### src/design/sorted_unique_set_core_macros.svh
// Assertion macros shared by the sorted set core.
`ifndef SORTED_UNIQUE_SET_CORE_MACROS_SVH
`define SORTED_UNIQUE_SET_CORE_MACROS_SVH

// Same-cycle implication, checked only out of reset.
`define SUS_ASSERT_NOW(label, clk, rst_n, ante, cons) \
    label: assert property (@(posedge clk) disable iff (!(rst_n)) (ante) |-> (cons)) \
        else $error("sorted set check failed");

// Next-cycle implication, checked only out of reset.
`define SUS_ASSERT_NEXT(label, clk, rst_n, ante, cons) \
    label: assert property (@(posedge clk) disable iff (!(rst_n)) (ante) |=> (cons)) \
        else $error("sorted set check failed");

`endif

### src/design/sus_pkg.sv
// Types, codes and sizes shared by the sorted set core and its cells.
package sus_pkg;

    localparam int CAPACITY = 16;
    localparam int CNT_W    = $clog2(CAPACITY + 1);
    localparam int ELEM_W   = 32;

    localparam logic [1:0] OP_INSERT = 2'd0;
    localparam logic [1:0] OP_LOOKUP = 2'd1;
    localparam logic [1:0] OP_CLEAR  = 2'd2;

    localparam logic [2:0] ST_INSERTED = 3'd0;
    localparam logic [2:0] ST_PRESENT  = 3'd1;
    localparam logic [2:0] ST_FULL     = 3'd2;
    localparam logic [2:0] ST_FOUND    = 3'd3;
    localparam logic [2:0] ST_ABSENT   = 3'd4;
    localparam logic [2:0] ST_CLEARED  = 3'd5;

    typedef logic signed [ELEM_W-1:0] t_elem;

    // Broadcast to every cell.
    typedef struct packed {
        logic  load;   // commit an insert this cycle
        t_elem value;  // probe / insert value
    } t_cell_ctl;

    // What a cell hands to its right neighbor and to the status logic.
    typedef struct packed {
        logic  after;  // empty, or holds a value above the probe
        logic  equal;  // holds the probe value
        t_elem data;
    } t_cell_out;

endpackage

### src/design/sus_cell.sv
// One slot of the sorted chain: compare against the probe, shift right on insert.
module sus_cell (
    input  logic               i_clk,
    input  logic               i_valid,      // slot index below the count
    input  sus_pkg::t_cell_ctl i_ctl,
    input  sus_pkg::t_cell_out i_prev,       // left neighbor
    output sus_pkg::t_cell_out o_cell
);
    import sus_pkg::*;

    t_elem r_data;
    t_elem n_data;

    always_comb begin
        o_cell.after = !i_valid || (r_data > i_ctl.value);
        o_cell.equal = i_valid && (r_data == i_ctl.value);
        o_cell.data  = r_data;
    end

    // Take the left neighbor's value when it also moves right, else the new value.
    always_comb begin
        n_data = r_data;
        if (i_ctl.load && o_cell.after) begin
            n_data = i_prev.after ? i_prev.data : i_ctl.value;
        end
    end

    always_ff @(posedge i_clk) begin
        r_data <= n_data;
    end

endmodule

### src/design/sorted_unique_set_core.sv
// Sorted set core: a chain of compare-and-shift cells holding distinct signed values.
// Each accepted item's result is registered; one item is taken per cycle unless a
// result waits on a stalled sink. Every cell compares against the probe in parallel
// and an insert shifts the upper part of the chain right by one slot in that cycle.
// Reset (synchronous, active low) empties the set and drops any pending result;
// cell contents are left as they are and are never read before being written.
module sorted_unique_set_core (
    input  logic                 i_clk,
    input  logic                 i_rst_n,
    input  logic                 i_valid,
    output logic                 o_stall,
    input  logic [1:0]           i_operation,
    input  logic signed [31:0]   i_value,
    output logic                 o_valid,
    input  logic                 i_stall,
    output logic [2:0]           o_status,
    output logic [4:0]           o_count
);
    import sus_pkg::*;

    `include "sorted_unique_set_core_macros.svh"

    // Element count and the registered result.
    logic [CNT_W-1:0] r_count;
    logic [CNT_W-1:0] n_count;
    logic             r_valid;
    logic             n_valid;
    logic [2:0]       r_status;
    logic [2:0]       n_status;
    logic [CNT_W-1:0] r_res_count;
    logic [CNT_W-1:0] n_res_count;

    logic             w_accept;
    logic             w_present;
    logic             w_full;
    logic             w_commit;
    logic [31:0]      w_count_ext;
    t_cell_ctl        w_ctl;
    t_cell_out        w_cell [CAPACITY];
    logic [CAPACITY-1:0] w_equal;

    // Hold the input while a result waits and the sink stalls; a result taken
    // in this cycle frees the register for the next item.
    assign o_stall  = r_valid && i_stall;
    assign w_accept = i_valid && !o_stall;

    assign w_present = |w_equal;
    assign w_full    = (r_count == CNT_W'(CAPACITY));
    assign w_commit  = w_accept && (i_operation == OP_INSERT) && !w_present && !w_full;

    assign w_ctl.load  = w_commit;
    assign w_ctl.value = i_value;

    // Chain of cells: slot 0 holds the smallest value. Each cell hands its
    // value and its compare result to the right neighbor.
    for (genvar g = 0; g < CAPACITY; g++) begin : g_cell
        t_cell_out w_prev;
        if (g == 0) begin : g_head
            assign w_prev = '{after: 1'b0, equal: 1'b0, data: '0};
        end else begin : g_body
            assign w_prev = w_cell[g-1];
        end

        sus_cell u_cell (
            .i_clk   (i_clk),
            .i_valid (CNT_W'(g) < r_count),
            .i_ctl   (w_ctl),
            .i_prev  (w_prev),
            .o_cell  (w_cell[g])
        );

        assign w_equal[g] = w_cell[g].equal;
    end

    // Work out the status and the next count.
    always_comb begin
        n_count  = r_count;
        n_status = ST_ABSENT;
        case (i_operation)
            OP_INSERT: begin
                if (w_present) begin
                    n_status = ST_PRESENT;
                end else if (w_full) begin
                    n_status = ST_FULL;
                end else begin
                    n_status = ST_INSERTED;
                    n_count  = r_count + 1'b1;
                end
            end
            OP_LOOKUP: begin
                n_status = w_present ? ST_FOUND : ST_ABSENT;
            end
            OP_CLEAR: begin
                n_status = ST_CLEARED;
                n_count  = '0;
            end
            default: begin
                n_status = ST_ABSENT;
            end
        endcase
    end

    // Output register: load on accept, drop once taken.
    always_comb begin
        n_valid     = r_valid && i_stall;
        n_res_count = r_res_count;
        if (w_accept) begin
            n_valid     = 1'b1;
            n_res_count = n_count;
        end
    end

    always_ff @(posedge i_clk) begin
        if (!i_rst_n) begin
            r_count <= '0;
            r_valid <= 1'b0;
        end else begin
            if (w_accept) begin
                r_count <= n_count;
            end
            r_valid <= n_valid;
        end
    end

    always_ff @(posedge i_clk) begin
        if (w_accept) begin
            r_status <= n_status;
        end
        r_res_count <= n_res_count;
    end

    assign w_count_ext = 32'(r_res_count);
    assign o_valid     = r_valid;
    assign o_status    = r_status;
    assign o_count     = w_count_ext[4:0];

    // Checks on the set bookkeeping.
    `SUS_ASSERT_NOW(a_count_bound, i_clk, i_rst_n, 1'b1, r_count <= CNT_W'(CAPACITY))
    `SUS_ASSERT_NEXT(a_clear_empties, i_clk, i_rst_n,
        w_accept && (i_operation == OP_CLEAR),
        (r_count == '0) && o_valid && (o_status == ST_CLEARED))
    `SUS_ASSERT_NEXT(a_insert_grows, i_clk, i_rst_n, w_commit,
        (r_count == $past(r_count) + 1'b1) && (o_status == ST_INSERTED))
    `SUS_ASSERT_NEXT(a_full_holds, i_clk, i_rst_n,
        w_accept && w_full && !w_present && (i_operation == OP_INSERT),
        $stable(r_count) && (o_status == ST_FULL))

endmodule
### config.mk
export PLATFORM = sky130hd
export DESIGN_NAME = sorted_unique_set_core
export DESIGN_NICKNAME = d
export VERILOG_FILES = /design/src/design/sus_pkg.sv /design/src/design/sus_cell.sv /design/src/design/sorted_unique_set_core.sv
export VERILOG_INCLUDE_DIRS = /design/src /design/src/design
export SDC_FILE = /design/constraint.sdc
export NUM_CORES = 1
export LEC_CHECK = 0
export ABC_CLOCK_PERIOD_IN_PS = 7200
export BUFFER_PORTS_ARGS = -buffer_cell sky130_fd_sc_hd__buf_4
export CORE_AREA = 2 2 262 213
export DETAILED_ROUTE_END_ITERATION = 10
export DIE_AREA = 0 0 264 215
export PLACE_DENSITY_LB_ADDON = 0.15
export REMOVE_ABC_BUFFERS = 1
export SLEW_MARGIN = 40
export SYNTH_ARGS = -nofsm -noshare
export SYNTH_HDL_FRONTEND = slang
export SYNTH_HIERARCHICAL = 1
export SYNTH_SLANG_ARGS = --single-unit
### constraint.sdc
create_clock -name i_clk -period 7.2 [get_ports i_clk]
set_input_delay 0.72 -clock i_clk [delete_from_list [all_inputs] [get_ports i_clk]]
set_output_delay 0.72 -clock i_clk [all_outputs]
set_load 0.1 [all_outputs]
==> flow_summary.json, run 1 <==
{
  "status": "finished, final reports clean",
  "vdd.ir_drop.worst_v": 0.0001768,
  "post_drt_wl_per_cell_um": 19.73,
  "htree_levels": 2,
  "start_kind": "flip-flop",
  "area_growth_pct": 8.483,
  "cts_sinks": 526,
  "hold_buffers": 0,
  "place_congestion": 0.8922,
  "dr.pass1.iters": 5,
  "cts_inserted_buffers": 56,
  "io-pin-count": 48,
  "overflow": 0,
  "relSlewSlack_pct": 42.29,
  "syn_area_mm2": 0.03484,
  "p_per_area_mw_per_mm2": 193.0,
  "drt_first_iter_violations": 3191,
  "rsz0062_at_grt": "false",
  "drv_slew": 0,
  "period_minus_slack_ps": 4730,
  "max_freq_mhz": 211.4,
  "wl_um": 89670,
  "io_buffer_count": 47,
  "num_vias": 27350,
  "synth_cells": 3750,
  "insertion_delay_ps": 620,
  "period_share_pct": 65.69,
  "clockBufferDepth": 3,
  "drc": 0,
  "path_max_fanout": 17,
  "end_kind": "flip-flop",
  "routed_via_density": 6.018,
  "setup_viol": 0,
  "cts-root-buf": "clkbuf_16",
  "initial_utilization_pct": 64.12,
  "worstHoldPathCells": 2,
  "syn_area_per_cell_um2": 9.290,
  "yosysWarnings": 6,
  "cts_setup_buffers": 0,
  "die_width_um": 264,
  "hold_class": "in2reg",
  "path_class": "reg2reg",
  "worst_clock_skew_ps": 18.91,
  "die_area_mm2": 0.05676,
  "groute.usage.overall_pct": 31.56,
  "cp.arrival_ps": 5020,
  "cp.required_ps": 7490,
  "worst_pin_slew_ps": 857.7,
  "nets": 4338,
  "p_leak_nw": 17.50,
  "r2r_cells": 13,
  "cts_resized": 0,
  "final_antenna_net_count": 0,
  "finalHoldViolations": 0,
  "drive_gt1_share_pct": 5.558,
  "grt_pass1_vias": 25700,
  "layout_common_cells": "687 x nand2_1, 551 x inv_1, 546 x o21ai_0",
  "design.core.area_mm2": 0.05434,
  "final_common_cell": "nand2_1",
  "die_height_um": 215,
  "grt_max_degree": 64,
  "maxCapViolCount": 0,
  "cts_tree": "done",
  "grt_pass1_wl_um": 141600,
  "antenna_found_initial": 1,
  "clkTransAtPathRegs_ps": 60,
  "tns_ps": 0,
  "hpwlAfterDp_um": 66000,
  "hold_ws_ps": 340.1,
  "num_rows": 77
}
==> where the power goes <==
part           leakage, nW  switching [W]  internal (W)
sequential            4.82      0.0000466       0.00344
combinational         11.8       0.000539      0.000266
clock                0.907        0.00127       0.00173
total                 17.5        0.00186       0.00544
==> per-stage QoR <==
step	utilization (%)	power (W)	area, um2	cells	setup WS [ps]
after floorplan	-	0.004053	34490	3661	2619
after global placement	66.09	0.004306	35910	4439	2366
after detailed placement	66.12	0.004329	35930	4439	2294
after CTS	69.55	0.007316	37790	4543	2496
after global routing	69.55	0.007560	37790	4543	2170
final	69.55	0.007296	37790	4544	2470
==> critical path, cell delays in order, from the launching register on <==
cell	delay, ps
dfxtp_1	520
nor2_1	310
inv_1	170
nor2_1	220
nand2_1	170
and3_1	210
nand4_1	140
nor2_1	120
nor4_4	330
nand4_2	400
nor4_2	360
buf_4	300
and3_1	700
buf_4	420
==> worst paths after layout <==
kind                                    start                           to  slack [ps]
hold reg to reg   g_cell[0].u_cell/r_data[23]  g_cell[1].u_cell/r_data[23]         560
setup reg to reg                   r_count[4]  g_cell[2].u_cell/r_data[13]        2470
hold / removal                        i_valid                      o_valid         340
setup / recovery                   r_count[4]  g_cell[2].u_cell/r_data[13]        2470
==> sequential cells by signal (all words and copies together), names as in the netlist <==
register	cells
o_status	3
g_cell.u_cell/r_data	512
r_count	5
o_count	5
o_valid	1
==> layer usage <==
layer | global-route usage [%] | routed length (um) | up-vias
met2 | 44.70 | 36100 | 1138
met1 | 49.75 | 42770 | 12810
met4 | 7.708 | 1947 | 2
met3 | 5.718 | 8836 | 133
li1 | - | - | 13260
met5 | 0 | 12 | -
==> cell type report <==
cell class,instances,area (um2)
multi-input cells,2583,16730
fillers,4211,16540
flip-flops and latches,526,15740
inverters,552,2072
clock buffers,62,1445
well taps,711,889.6
repair buffers,67,503.0
clock inverters,42,419.2
diodes,1,2.502
No activity file was read; power rests on OpenSTA's default activity.
==> run 2, diff against run 1 <==
- ABC_AREA: not set -> 1
- ABC_CLOCK_PERIOD_IN_PS: 7200 -> 3900
- CORE_AREA: 2 2 262 213 -> 2 2 280 226
- DIE_AREA: 0 0 264 215 -> 0 0 282 228
- clock period: 7.2 -> 3.9 ns (I/O delays scaled with it)
==> run 2 against run 1 <==
Final area is 4.9% higher. Worst setup slack worse by 2200 ps. Wire length is 13% lower. Area after synthesis is 3.4% higher. Non-clock buffer count is 42 higher. Largest power group unchanged.
==> flow_summary.json, run 2 <==
{
  "place_congestion": 0.9081,
  "num_rows": 82,
  "period_share_pct": 92.95,
  "cts-root-buf": "clkbuf_16",
  "hold_ws_ps": 51.98,
  "syn_area_mm2": 0.03601,
  "nets": 4816,
  "maxCapViolCount": 0,
  "initial_utilization_pct": 58.20,
  "fin_cells": 5152,
  "largest-register": "g_cell.u_cell/r_data",
  "p_int_w": 0.01066,
  "syn_area_per_cell_um2": 8.616,
  "worst_pin_slew_ps": 594.5,
  "rsz0062_at_grt": "false",
  "seqPwrFrac_pct": 45.7,
  "cp.arrival_ps": 3930,
  "hpwlAfterDp_um": 61290,
  "finalHoldViolations": 0,
  "vdd.ir_drop.worst_v": 0.0003301,
  "status": "finished, final reports clean",
  "dpl_cell_area_mm2": 0.03776,
  "layout_common_cells": "1099 x nand2_1, 704 x inv_1, 533 x o21ai_0",
  "htree_levels": 2,
  "final_common_cell": "nand2_1",
  "wl_um": 77580,
  "groute.usage.overall_pct": 24.82,
  "setup_viol": 0,
  "path_max_fanout": 16,
  "path_cells": "nor2_1 > inv_2 > nor2_1 > nand2_1 > nand4_1 > nor3_1 > and3_2 > nor2_1 > nand2_1 > nor2_4 > nand2_2 > clkinv_1 > nand2_1 > nor2_1 > buf_4 > inv_1 > nor2_2 > buf_12",
  "worst_clock_skew_ps": 25.36,
  "antenna_found_initial": 1,
  "routed_via_density": 5.132,
  "r2r_start": "r_count[3]",
  "slowest_delay_ps": 380,
  "grt_pass1_wl_um": 129400,
  "drt_first_iter_violations": 1632,
  "hold_buffers": 0,
  "antennaDiodeCount": 0,
  "hold_class": "in2reg",
  "clockBufferDepth": 3,
  "min_from": "i_stall",
  "power_frac_comb_pct": 16.5,
  "relSlewSlack_pct": 59.95,
  "area_growth_pct": 10.12,
  "die_area_mm2": 0.06430,
  "p_leak_nw": 19.32,
  "die_height_um": 228,
  "post_drt_wl_per_cell_um": 15.06,
  "num_vias": 26440,
  "crit_family": "simple AND/OR/NAND/NOR gates",
  "path_class": "reg2reg",
  "dr.pass1.iters": 5,
  "drc": 0,
  "cp_slowest_cell": "dfxtp_1",
  "end_kind": "flip-flop",
  "fin_area_mm2": 0.03965,
  "max_freq_mhz": 275.9,
  "cts_setup_buffers": 0,
  "io_buffer_count": 47,
  "die_width_um": 282,
  "design.core.area_mm2": 0.06187,
  "worstHoldPathCells": 3,
  "p_per_area_mw_per_mm2": 368.3,
  "clkTransAtPathRegs_ps": 60,
  "drive_gt1_share_pct": 8.952,
  "largest_reg_flops": 512,
  "power.switching_w": 0.003945,
  "grt_max_degree": 64,
  "critPathBufInv": 5,
  "cts_resized": 0,
  "r2r_cells": 18,
  "whs_endpoint": "o_valid",
  "crit_top_cell": "nor2_1",
  "insertion_delay_ps": 620,
  "r2r-end": "g_cell[10].u_cell/r_data[11]",
  "drv_slew": 0,
  "grt_pass1_vias": 26210,
  "synth_cells": 4179,
  "place_inst": 5046,
  "cts_sinks": 526,
  "tns_ps": 0,
  "io-pin-count": 48,
  "cts_tree": "done",
  "cts_inserted_buffers": 56,
  "cp.required_ps": 4210,
  "p_sw_share_pct": 27.02,
  "overflow": 0,
  "r2r_setup_slack_ps": 280,
  "period_minus_slack_ps": 3625,
  "start_kind": "flip-flop",
  "yosysWarnings": 6,
  "final_antenna_net_count": 0,
  "pwr-share-clk_pct": 37.8
}
## run 2: per-stage QoR
stage | total power [W] | worst slack [ps] | util (%)
finish | 0.01460 | 275.1 | 64.09
global route | 0.01537 | 59.64 | 64.09
CTS | 0.01474 | 370.3 | 64.09
detailed placement | 0.009180 | 304.3 | 61.03
global placement | 0.009110 | 346.3 | 61.03
floorplan | 0.008428 | 134.9 | -
## run 2: worst max-delay path by stage
stage,cells after the start,startpoint,end,slack (ps)
global placement,19,i_value[31],g_cell[10].u_cell/r_data[8],350
finish,18,r_count[3],g_cell[10].u_cell/r_data[11],280
global route,18,r_count[3],g_cell[10].u_cell/r_data[11],60
detailed placement,19,i_value[31],g_cell[10].u_cell/r_data[8],300
CTS,18,r_count[3],g_cell[10].u_cell/r_data[11],370
floorplan,16,r_count[4],g_cell[0].u_cell/r_data[0],130
## run 2: final cells by class
class | count | area [um2]
multi-input cells | 2827 | 17170
fillers | 5317 | 22220
inverters | 744 | 2793
clock buffers | 80 | 1584
well taps | 840 | 1051
clock inverters | 26 | 310.3
flip-flops and latches | 526 | 15740
repair buffers | 109 | 1006
## run 2: power by group through the flow
stage	combinational, W	sequential, W	clock [W]
after floorplan	0.00162	0.00680	0
after global placement	0.00233	0.00678	0
after detailed placement	0.00239	0.00679	0
after CTS	0.00241	0.00667	0.00566
after global routing	0.00281	0.00669	0.00587
final	0.00241	0.00667	0.00552
## run 2: per-layer routing
layer / wire length [um] / share of wire, % / GRT usage (%) / up-vias
met5: 10 / 0.013 / 0 / -
met4: 1877 / 2.4 / 6.649 / 2
met3: 3461 / 4.5 / 3.134 / 120
met2: 36100 / 47 / 42.12 / 458
met1: 36130 / 47 / 33.49 / 11850
li1: - / - / - / 14010
## run 2: tightest hold or removal path, delay by kind of cell
kind                   cells  cell delay (ps)
AND/OR/NAND/NOR            1               60
AO/OA/AOI/OAI              1              110
buffers and inverters      1               80
